[src/sv/bcc_pkg.sv]
package bcc_pkg;

  // Configuration port geometry.
  localparam int CFG_IDX_W  = 3;
  localparam int CFG_DATA_W = 16;

  // Register indexes on the configuration port.
  localparam logic [CFG_IDX_W-1:0] REG_DEBOUNCE    = 3'd0;
  localparam logic [CFG_IDX_W-1:0] REG_CLICK_MAX   = 3'd1;
  localparam logic [CFG_IDX_W-1:0] REG_SINGLE_WAIT = 3'd2;
  localparam logic [CFG_IDX_W-1:0] REG_WARN        = 3'd3;
  localparam logic [CFG_IDX_W-1:0] REG_RESET_HOLD  = 3'd4;

  // Register reset values.
  localparam logic [7:0]  DEBOUNCE_RST    = 8'd30;
  localparam logic [15:0] CLICK_MAX_RST   = 16'd400;
  localparam logic [15:0] SINGLE_WAIT_RST = 16'd300;
  localparam logic [15:0] WARN_RST        = 16'd5000;
  localparam logic [15:0] RESET_HOLD_RST  = 16'd10000;

  // Click event codes.
  localparam logic [1:0] CLICK_NONE   = 2'd0;
  localparam logic [1:0] CLICK_SINGLE = 2'd1;
  localparam logic [1:0] CLICK_DOUBLE = 2'd2;

  typedef struct packed {
    logic [7:0]  debounce_ticks;
    logic [15:0] click_max_ticks;
    logic [15:0] single_wait_ticks;
    logic [15:0] warn_ticks;
    logic [15:0] reset_hold_ticks;
  } cfg_t;

  typedef struct packed {
    logic        previous_raw;
    logic        accepted_level;
    logic [7:0]  stable_count;
    logic [15:0] hold_count;
    logic        hold_valid;
    logic        single_pending;
    logic [15:0] single_count;
    logic        warned_flag;
    logic        triggered_flag;
    logic        release_wait_flag;
    logic        reboot_flag;
  } state_t;

  typedef struct packed {
    logic       debounced_level;
    logic [1:0] click_event;
    logic       hold_warning;
    logic       credential_reset;
    logic       reboot_request;
    logic       awaiting_release;
  } result_t;

endpackage

[src/sv/bcc_if.sv]
interface bcc_in_if;
  logic valid;
  logic ready;
  logic raw_pressed;

  modport source (output valid, output raw_pressed, input ready);
  modport sink   (input valid, input raw_pressed, output ready);
endinterface

interface bcc_out_if;
  logic       valid;
  logic       ready;
  logic       debounced_level;
  logic [1:0] click_event;
  logic       hold_warning;
  logic       credential_reset;
  logic       reboot_request;
  logic       awaiting_release;

  modport source (output valid, output debounced_level, output click_event,
                  output hold_warning, output credential_reset,
                  output reboot_request, output awaiting_release, input ready);
  modport sink   (input valid, input debounced_level, input click_event,
                  input hold_warning, input credential_reset,
                  input reboot_request, input awaiting_release, output ready);
endinterface

[src/sv/bcc_step.sv]
module bcc_step (
  input  bcc_pkg::cfg_t    cfg,
  input  bcc_pkg::state_t  st,
  input  logic             raw,
  output bcc_pkg::state_t  st_next,
  output bcc_pkg::result_t res
);

  always_comb begin
    bcc_pkg::state_t s;
    logic [1:0]      click;
    logic            warn_pulse;
    logic            reset_pulse;

    s           = st;
    click       = bcc_pkg::CLICK_NONE;
    warn_pulse  = 1'b0;
    reset_pulse = 1'b0;

    // Elapsed-time counters saturate at all ones.
    if (s.hold_valid && (s.hold_count != 16'hFFFF)) begin
      s.hold_count = s.hold_count + 16'd1;
    end
    if (s.single_pending && (s.single_count != 16'hFFFF)) begin
      s.single_count = s.single_count + 16'd1;
    end

    if (raw != s.previous_raw) begin
      s.stable_count = 8'd0;
    end else if (s.stable_count != 8'hFF) begin
      s.stable_count = s.stable_count + 8'd1;
    end

    // Debounced edge.
    if ((s.stable_count >= cfg.debounce_ticks) && (raw != s.accepted_level)) begin
      s.accepted_level = raw;
      if (raw) begin
        s.hold_count = 16'd0;
        s.hold_valid = 1'b1;
      end else if (s.release_wait_flag || s.triggered_flag) begin
        s.hold_valid = 1'b0;
      end else if (s.hold_valid) begin
        s.hold_valid = 1'b0;
        if ((s.hold_count >= cfg.warn_ticks) || (s.hold_count > cfg.click_max_ticks)) begin
          s.single_pending = 1'b0;
        end else if (s.single_pending) begin
          s.single_pending = 1'b0;
          click = bcc_pkg::CLICK_DOUBLE;
        end else begin
          s.single_pending = 1'b1;
          s.single_count   = 16'd0;
        end
      end
    end
    s.previous_raw = raw;

    // Hold supervision.
    if (!s.accepted_level) begin
      if (s.release_wait_flag) begin
        s.reboot_flag       = 1'b1;
        s.release_wait_flag = 1'b0;
      end
      s.hold_valid     = 1'b0;
      s.warned_flag    = 1'b0;
      s.triggered_flag = 1'b0;
    end else if (!s.release_wait_flag) begin
      if (!s.hold_valid) begin
        s.hold_valid = 1'b1;
        s.hold_count = 16'd0;
      end else begin
        if (!s.warned_flag && (s.hold_count >= cfg.warn_ticks)) begin
          s.single_pending = 1'b0;
          s.warned_flag    = 1'b1;
          warn_pulse       = 1'b1;
        end
        if (!s.triggered_flag && (s.hold_count >= cfg.reset_hold_ticks)) begin
          s.triggered_flag    = 1'b1;
          s.release_wait_flag = 1'b1;
          s.single_pending    = 1'b0;
          reset_pulse         = 1'b1;
        end
      end
    end

    // Pending single click times out into a single-click event.
    if (s.single_pending && (s.single_count >= cfg.single_wait_ticks)) begin
      s.single_pending = 1'b0;
      click = bcc_pkg::CLICK_SINGLE;
    end

    st_next                  = s;
    res.debounced_level      = s.accepted_level;
    res.click_event          = click;
    res.hold_warning         = warn_pulse;
    res.credential_reset     = reset_pulse;
    res.reboot_request       = s.reboot_flag;
    res.awaiting_release     = s.release_wait_flag;
  end

endmodule

[src/sv/button_click_and_hold_classifier_core.sv]
// Latency: a result word is valid in the cycle after its sample word is accepted.
// Throughput: one sample word per cycle while the result word is taken; the whole tick update is one pass of
// small compare and increment logic between the state registers and the result register.
// Reset (rst, synchronous, active high): all classifier state clears, the
// configuration registers return to their defaults and the result register empties.
module button_click_and_hold_classifier_core (
  input  logic                              clk,
  input  logic                              rst,
  bcc_in_if.sink                            in_ch,
  bcc_out_if.source                         out_ch,
  input  logic                              cfg_we,
  input  logic [bcc_pkg::CFG_IDX_W-1:0]     cfg_index,
  input  logic [bcc_pkg::CFG_DATA_W-1:0]    cfg_wdata
);

  bcc_pkg::cfg_t    cfg;
  bcc_pkg::state_t  st;
  bcc_pkg::state_t  st_next;
  bcc_pkg::result_t res_next;
  bcc_pkg::result_t res;
  logic             out_valid;
  logic             in_fire;

  // The result register is a single pipeline stage: a new sample word is taken
  // whenever the stage is empty or its word is being taken in the same cycle.
  assign in_ch.ready = !rst && (!out_valid || out_ch.ready);
  assign in_fire     = in_ch.valid && in_ch.ready;

  // Configuration registers. Writes to indexes beyond the list are dropped.
  always_ff @(posedge clk) begin
    if (rst) begin
      cfg.debounce_ticks    <= bcc_pkg::DEBOUNCE_RST;
      cfg.click_max_ticks   <= bcc_pkg::CLICK_MAX_RST;
      cfg.single_wait_ticks <= bcc_pkg::SINGLE_WAIT_RST;
      cfg.warn_ticks        <= bcc_pkg::WARN_RST;
      cfg.reset_hold_ticks  <= bcc_pkg::RESET_HOLD_RST;
    end else if (cfg_we) begin
      unique case (cfg_index)
        bcc_pkg::REG_DEBOUNCE:    cfg.debounce_ticks    <= cfg_wdata[7:0];
        bcc_pkg::REG_CLICK_MAX:   cfg.click_max_ticks   <= cfg_wdata;
        bcc_pkg::REG_SINGLE_WAIT: cfg.single_wait_ticks <= cfg_wdata;
        bcc_pkg::REG_WARN:        cfg.warn_ticks        <= cfg_wdata;
        bcc_pkg::REG_RESET_HOLD:  cfg.reset_hold_ticks  <= cfg_wdata;
        default: ;
      endcase
    end
  end

  // The per-tick update: debounce, edge classification, hold supervision and
  // the single-click timeout, all from the current state and the new sample.
  bcc_step u_step (
    .cfg     (cfg),
    .st      (st),
    .raw     (in_ch.raw_pressed),
    .st_next (st_next),
    .res     (res_next)
  );

  // Classifier state advances only on an accepted sample word.
  always_ff @(posedge clk) begin
    if (rst) begin
      st <= '0;
    end else if (in_fire) begin
      st <= st_next;
    end
  end

  always_ff @(posedge clk) begin
    if (rst) begin
      out_valid <= 1'b0;
    end else if (in_fire) begin
      out_valid <= 1'b1;
    end else if (out_ch.ready) begin
      out_valid <= 1'b0;
    end
  end

  // Result payload needs no reset; it is qualified by out_valid.
  always_ff @(posedge clk) begin
    if (in_fire) begin
      res <= res_next;
    end
  end

  assign out_ch.valid            = out_valid;
  assign out_ch.debounced_level  = res.debounced_level;
  assign out_ch.click_event      = res.click_event;
  assign out_ch.hold_warning     = res.hold_warning;
  assign out_ch.credential_reset = res.credential_reset;
  assign out_ch.reboot_request   = res.reboot_request;
  assign out_ch.awaiting_release = res.awaiting_release;

endmodule

[src/flat_wrapper.sv]
// flat-port wrapper written by rule: the top's interface ports become plain ports
module button_click_and_hold_classifier_core_flat 
  (clk, rst, cfg_we, cfg_index, cfg_wdata, in_ch_valid, in_ch_raw_pressed, in_ch_ready, out_ch_valid, out_ch_debounced_level, out_ch_click_event, out_ch_hold_warning, out_ch_credential_reset, out_ch_reboot_request, out_ch_awaiting_release, out_ch_ready);
  bcc_in_if in_ch_i ();
  bcc_out_if out_ch_i ();
  input  logic clk;
  input  logic rst;
  input  logic cfg_we;
  input  logic [bcc_pkg::CFG_IDX_W-1:0] cfg_index;
  input  logic [bcc_pkg::CFG_DATA_W-1:0] cfg_wdata;
  input wire logic [$bits(in_ch_i.valid)-1:0] in_ch_valid;
  input wire logic [$bits(in_ch_i.raw_pressed)-1:0] in_ch_raw_pressed;
  output wire logic [$bits(in_ch_i.ready)-1:0] in_ch_ready;
  output wire logic [$bits(out_ch_i.valid)-1:0] out_ch_valid;
  output wire logic [$bits(out_ch_i.debounced_level)-1:0] out_ch_debounced_level;
  output wire logic [$bits(out_ch_i.click_event)-1:0] out_ch_click_event;
  output wire logic [$bits(out_ch_i.hold_warning)-1:0] out_ch_hold_warning;
  output wire logic [$bits(out_ch_i.credential_reset)-1:0] out_ch_credential_reset;
  output wire logic [$bits(out_ch_i.reboot_request)-1:0] out_ch_reboot_request;
  output wire logic [$bits(out_ch_i.awaiting_release)-1:0] out_ch_awaiting_release;
  input wire logic [$bits(out_ch_i.ready)-1:0] out_ch_ready;
  assign in_ch_i.valid = in_ch_valid;
  assign in_ch_i.raw_pressed = in_ch_raw_pressed;
  assign in_ch_ready = in_ch_i.ready;
  assign out_ch_valid = out_ch_i.valid;
  assign out_ch_debounced_level = out_ch_i.debounced_level;
  assign out_ch_click_event = out_ch_i.click_event;
  assign out_ch_hold_warning = out_ch_i.hold_warning;
  assign out_ch_credential_reset = out_ch_i.credential_reset;
  assign out_ch_reboot_request = out_ch_i.reboot_request;
  assign out_ch_awaiting_release = out_ch_i.awaiting_release;
  assign out_ch_i.ready = out_ch_ready;
  button_click_and_hold_classifier_core u_core (.clk(clk), .rst(rst), .in_ch(in_ch_i), .out_ch(out_ch_i), .cfg_we(cfg_we), .cfg_index(cfg_index), .cfg_wdata(cfg_wdata));
endmodule
[config.mk]
export PLATFORM = sky130hd
export DESIGN_NAME = button_click_and_hold_classifier_core_flat
export DESIGN_NICKNAME = d
export VERILOG_FILES = /design/src/sv/bcc_pkg.sv /design/src/sv/bcc_if.sv /design/src/sv/bcc_step.sv /design/src/sv/button_click_and_hold_classifier_core.sv /design/src/flat_wrapper.sv
export SDC_FILE = /design/constraint.sdc
export NUM_CORES = 1
export LEC_CHECK = 0
export BUFFER_PORTS_ARGS = -buffer_cell sky130_fd_sc_hd__buf_4
export CAP_MARGIN = 20
export CORE_AREA = 2 2 161 84
export CTS_BUF_LIST = sky130_fd_sc_hd__clkbuf_8
export DETAILED_ROUTE_END_ITERATION = 10
export DIE_AREA = 0 0 163 86
export GPL_TIMING_DRIVEN = 0
export PLACE_DENSITY = 0.77
export SYNTH_ARGS = -nofsm -noshare
export SYNTH_HDL_FRONTEND = slang
export SYNTH_SLANG_ARGS = --single-unit
[constraint.sdc]
create_clock -name clk -period 6.64 [get_ports clk]
set_clock_uncertainty 0.1 [all_clocks]
set_input_delay 0.996 -clock clk [delete_from_list [all_inputs] [get_ports clk]]
set_output_delay 0.996 -clock clk [all_outputs]
set_load 0.03 [all_outputs]
; Word-level counts from Yosys, hierarchy flattened
; Cells that the tools add are included.
; W data, S select, Z words.
[totals]
inputBits = 25
out_inout_bits = 9
reg_bits = 128
word_cells = 117
[op_classes]
bitwise = 4
n_mux = 41
magnitude_cmp = 6
eq_ne = 13
reduce_logical = 26
add_sub_neg = 3
[ops]
columns = cell, count
row1 = $mux W16, 6
row2 = $mux W17, 4
row3 = $ge A16 B16 Y1, 4
row4 = $mux W34, 1
row5 = $add A16 B1 Y16 const B, 2
row6 = $ne A16 B16 Y1 const B, 2
row7 = $mux W1, 22
row8 = $mux W18, 1
row9 = $gt A16 B16 Y1, 1
row10 = $mux W8, 2
row11 = $reduce_and A2 Y1, 5
row12 = $mux W3, 3
row13 = $add A8 B1 Y8 const B, 1
row14 = $ge A8 B8 Y1, 1
row15 = $logic_and A1 B1 Y1, 8
row16 = $ne A2 B2 Y1 const B, 4
row17 = $ne A8 B8 Y1 const B, 1
row18 = $reduce_and A4 Y1, 2
row19 = $eq A3 B2 Y1 const B, 2
row20 = $reduce_or A6 Y1, 1
row21 = $logic_not A1 Y1, 4
row22 = $mux W2, 2
row23 = $not A1 Y1, 4
row24 = $eq A3 B1 Y1 const B, 1
row25 = other kinds (6), 9

; Depth between registers and ports, before layout
[depth]
word_depth = 19
depth_mapped = 26
mapped_depth_nobuf = 24

; Modules after synthesis
; A second synthesis with hierarchy kept.
[unflattened]
hier_cells = 1000
hier_area_um2 = 8230.4
[by_module_without_submodules]
columns = module, area_per_inst_um2, seq_area_each_um2, instances, cells_each
row1 = button_click_and_hold_classifier_core, 4643.2, 2632.5, 1, 475
row2 = bcc_step, 3587.2, 0.0, 1, 525

; Worst setup path after synthesis
; OpenSTA, ideal clock, no wires.
[synth_timing]
kind = register -> register
start = register u_core.st[22] (netlist name)
end = register u_core.st[20] (netlist name)
synth_period_minus_slack_ns = 5.606
arrival_ns = 5.448
path_stages_with_launch = 27
n_path_buf = 2
required_ns = 6.482
setup_ns = 0.058
setup_slack_ns = 1.034
cell_sequence = dfxtp_1 > ha_1 > nand4_1 > or4_4 > nand4_1 > inv_1 > nand3_1 > xnor2_1 > ha_1 > a21oi_1 > nand2_1 > a211oi_1 > nor3_1 > a2111oi_0 > o211a_1 > buf_2 > buf_1 > nor2_1 > ha_1 > a21o_1 > a31oi_1 > o21ai_0 > a2111o_1 > a21oi_1 > o21ai_0 > a2111oi_0 > a21o_1

==> impl_metrics.json <==
{
  "status": "completed",
  "hold_class": "reg2reg",
  "synth_common_cells": "nand2_1, dfxtp_1, a21oi_1, ha_1, inv_1",
  "r2r_setup_slack_ns": 0.34,
  "synth_largest_area_cell": "dfxtp_1",
  "drc": 0,
  "yosysWarningCount": 0,
  "row_count": 29,
  "firstDrtPassIters": 5,
  "cts_tree": "done",
  "drv_cap": 0,
  "min_from": "u_core.cfg[3]",
  "synth_area_leaders": "dfxtp_1, ha_1, nand2_1, a21oi_1, inv_1",
  "grt.overflow.total": 0,
  "start_util_pct": 63.2,
  "cts_sinks": 128,
  "vdd.ir_drop.worst_mv": 0.120,
  "synthArstFlopShare_pct": 0,
  "placed_cells": 1218,
  "synth_seq_cells": 128,
  "slew_violations": 0,
  "clk_latency_ns": 0.45,
  "cts_hold_buf": 0,
  "yosys.area_share.simple_pct": 24.6,
  "nNetsFinal": 1180,
  "synth_top_family_by_area": "simple AND/OR/NAND/NOR gates",
  "synth.top_cell.area_share_pct": 30.6,
  "met3WireLength_um": 2290,
  "fill_cells": 1051,
  "period_needed_ns": 6.30,
  "grt_max_degree": 17,
  "synth_area_um2": 7910,
  "grt_pass1_vias": 6827,
  "antenna_found_initial": 1,
  "end_kind": "flip-flop",
  "wl_met1_um": 9590,
  "period_share_pct": 94.8,
  "grt_pass1_wl_um": 34500,
  "hold_viol_final": 0,
  "maxSlewHeadroom_pct": 40.2,
  "crit_start": "u_core.st[22]",
  "final.setup.tns_ns": 0,
  "synth_edf_count": 7,
  "yosysMostFrequentCell": "nand2_1",
  "layoutNonFillerInstCount": 1248,
  "clock.fmax_mhz": 159,
  "power_per_cell_area_nw_per_um2": 190,
  "io_pins": 34,
  "die_y_um": 86,
  "worst_pin_slew_ns": 0.889,
  "die_width_um": 163,
  "synth_mux_area_share_pct": 0.506,
  "netlist_instances": 1015,
  "synth-compound-area-share_pct": 17.8,
  "finalWirelength_um": 21700,
  "leakage_nw": 3.91,
  "cts_root_buf": "clkbuf_8",
  "yosysUniqueCellTypes": 58,
  "drive_gt1_share_pct": 7.61,
  "cts_buffer_depth": 2,
  "htreeDepth": 4,
  "wl_per_cell_um": 17.4,
  "numPortBuffers": 33,
  "synth_fa_ha_area_share_pct": 14.1,
  "cp.required_ns": 6.94,
  "r2r-start": "u_core.st[22]",
  "antenna_left": 0,
  "num_vias": 7374,
  "synth_xor_area_share_pct": 3.65,
  "crit_type": "reg2reg",
  "setup-violations-final": 0,
  "post_cts_buffers": 0,
  "syn_nets": 1129,
  "worst_setup_path_start_kind": "flip-flop",
  "viasPerCell": 5.91,
  "dp_hpwl_um": 16800,
  "numCtsBuffers": 17,
  "syn2layout_area_growth_pct": 11.8,
  "drt_iter0_drc": 634,
  "antennaDiodeCount": 0,
  "gp_congestion": 0.890,
  "grt_use_total_pct": 32.1,
  "wl_met2_um": 9460,
  "synth_flop_cell": "dfxtp_1",
  "dieArea_um2": 14000,
  "arrival_ns": 6.60,
  "core_region_area_um2": 12500,
  "synth-seq-area-share_pct": 33.3,
  "avgSynthCellArea_um2": 7.80,
  "highest_layer": "met4",
  "crit_fanout": 19,
  "clk_pin_slew_ns": 0.08
}
## layout by cell type, fill, tap and decap left out, types with 4 or more instances in the layout
cell       instances
buf_4             33
nand2_1          182
a31oi_1            9
a22oi_1            9
nor2b_1           21
nand2b_1           7
inv_1             85
nand3_1           23
or2_2              4
clkbuf_1          37
a211oi_1           4
xnor2_1           15
or3_1              4
a21oi_1           95
a211o_1           12
o21ai_0           30
ha_1              89
edfxtp_1           7
a21o_1            20
clkbuf_8          20
nor2_1            73
and3_1            12
dfxtp_1          121
nor3_1            20
xor2_1            18
nand3b_1          20
bufinv_16          4
mux2i_1            4
o21a_1             4
and2_1            13
nand4_1           19
## cell families (layout without fill, tap and decap cells)
logic type	count (synthesis)	count (layout)
AND/OR/NAND/NOR	413	413
AO/OA/AOI/OAI	221	221
flip-flops	128	128
buffers and inverters	127	190
adder cells (fa/ha/maj)	89	89
XOR/XNOR	33	33
multiplexers	4	4
## layer usage
metal | vias to the layer above | track usage (%)
met1 | 3431 | 44.2
met4 | 0 | 9.17
met5 | - | 0
met2 | 294 | 50.2
li1 | 3613 | -
met3 | 36 | 8.27
## sequential cells by signal (all words and copies together), names as in the netlist
signal,flops
u_core.out_ch.click_event,2
u_core.out_ch.valid,1
u_core.out_ch.credential_reset,1
u_core.cfg,72
u_core.out_ch.reboot_request,1
u_core.out_ch.awaiting_release,1
u_core.st,48
u_core.out_ch.debounced_level,1
u_core.out_ch.hold_warning,1
## repair_timing
| action | CTS | global route |
|---|---|---|
| setup endpoints to repair | 1 | 2 |
| resized for setup | 1 | 8 |
| pin swaps | 0 | 0 |
## per-stage QoR
step | total power [mW] | cell area (um2) | setup WS (ns) | hold WS, ns | utilization, %
5_1_grt | 1.73 | 8840 | -0.0440 | 0.366 | 70.7
3_3_place_gp | 0.932 | 8370 | 0.0556 | 0.344 | 66.9
6_report | 1.68 | 8840 | 0.343 | 0.358 | 70.7
3_5_place_dp | 0.935 | 8370 | -0.0790 | 0.346 | 66.9
2_1_floorplan | 0.881 | 7910 | 1.03 | 0.336 | -
4_1_cts | 1.68 | 8810 | 0.0198 | 0.357 | 70.4
## area by class of cell
type                    instances  area [um2]  share of cell area (%)
flip-flops and latches        128        2630                    29.8
well taps                     170         213                    2.40
inverters                      84         315                    3.56
clock buffers                  20         275                    3.11
clock inverters                11         163                    1.84
repair buffers                 34         255                    2.89
plain buffers                  41         168                    1.90
multi-input cells             760        4820                    54.5
## where the power goes
| part | leakage (nW) | switching [mW] | total, mW | internal (mW) |
|---|---|---|---|---|
| combinational | 2.64 | 0.0855 | 0.126 | 0.0406 |
| sequential | 1.05 | 0.00720 | 0.795 | 0.788 |
| clock | 0.228 | 0.323 | 0.758 | 0.435 |
| total | 3.91 | 0.416 | 1.68 | 1.26 |
## critical path, cell delays in order (launching register included)
cell and delay (ns):
dfxtp_1 0.42, ha_1 0.27, nand4_1 0.20, or4_4 0.49
nand4_1 0.20, nor3_1 0.12, and3_1 0.23, xor2_1 0.18
ha_1 0.32, nand4_1 0.23, nor4_2 0.46, nand3b_1 0.12
mux2i_1 0.29, o211a_1 0.25, clkbuf_4 0.28, nor2_1 0.10
ha_1 0.29, a21o_1 0.18, a31oi_1 0.13, o21ai_0 0.11
a2111o_1 0.41, a21oi_1 0.14, o21ai_0 0.15, a2111oi_0 0.45
a21o_1 0.12
## path summary, 6_finish.rpt
| kind | depth (start not counted) | endpoint |
|---|---|---|
| hold / removal | 2 | u_core.cfg[3] |
| setup / recovery | 24 | u_core.st[20] |
| hold reg to reg | 2 | u_core.cfg[3] |
| setup reg to reg | 24 | u_core.st[20] |
Power figures use the tool's default switching activity.
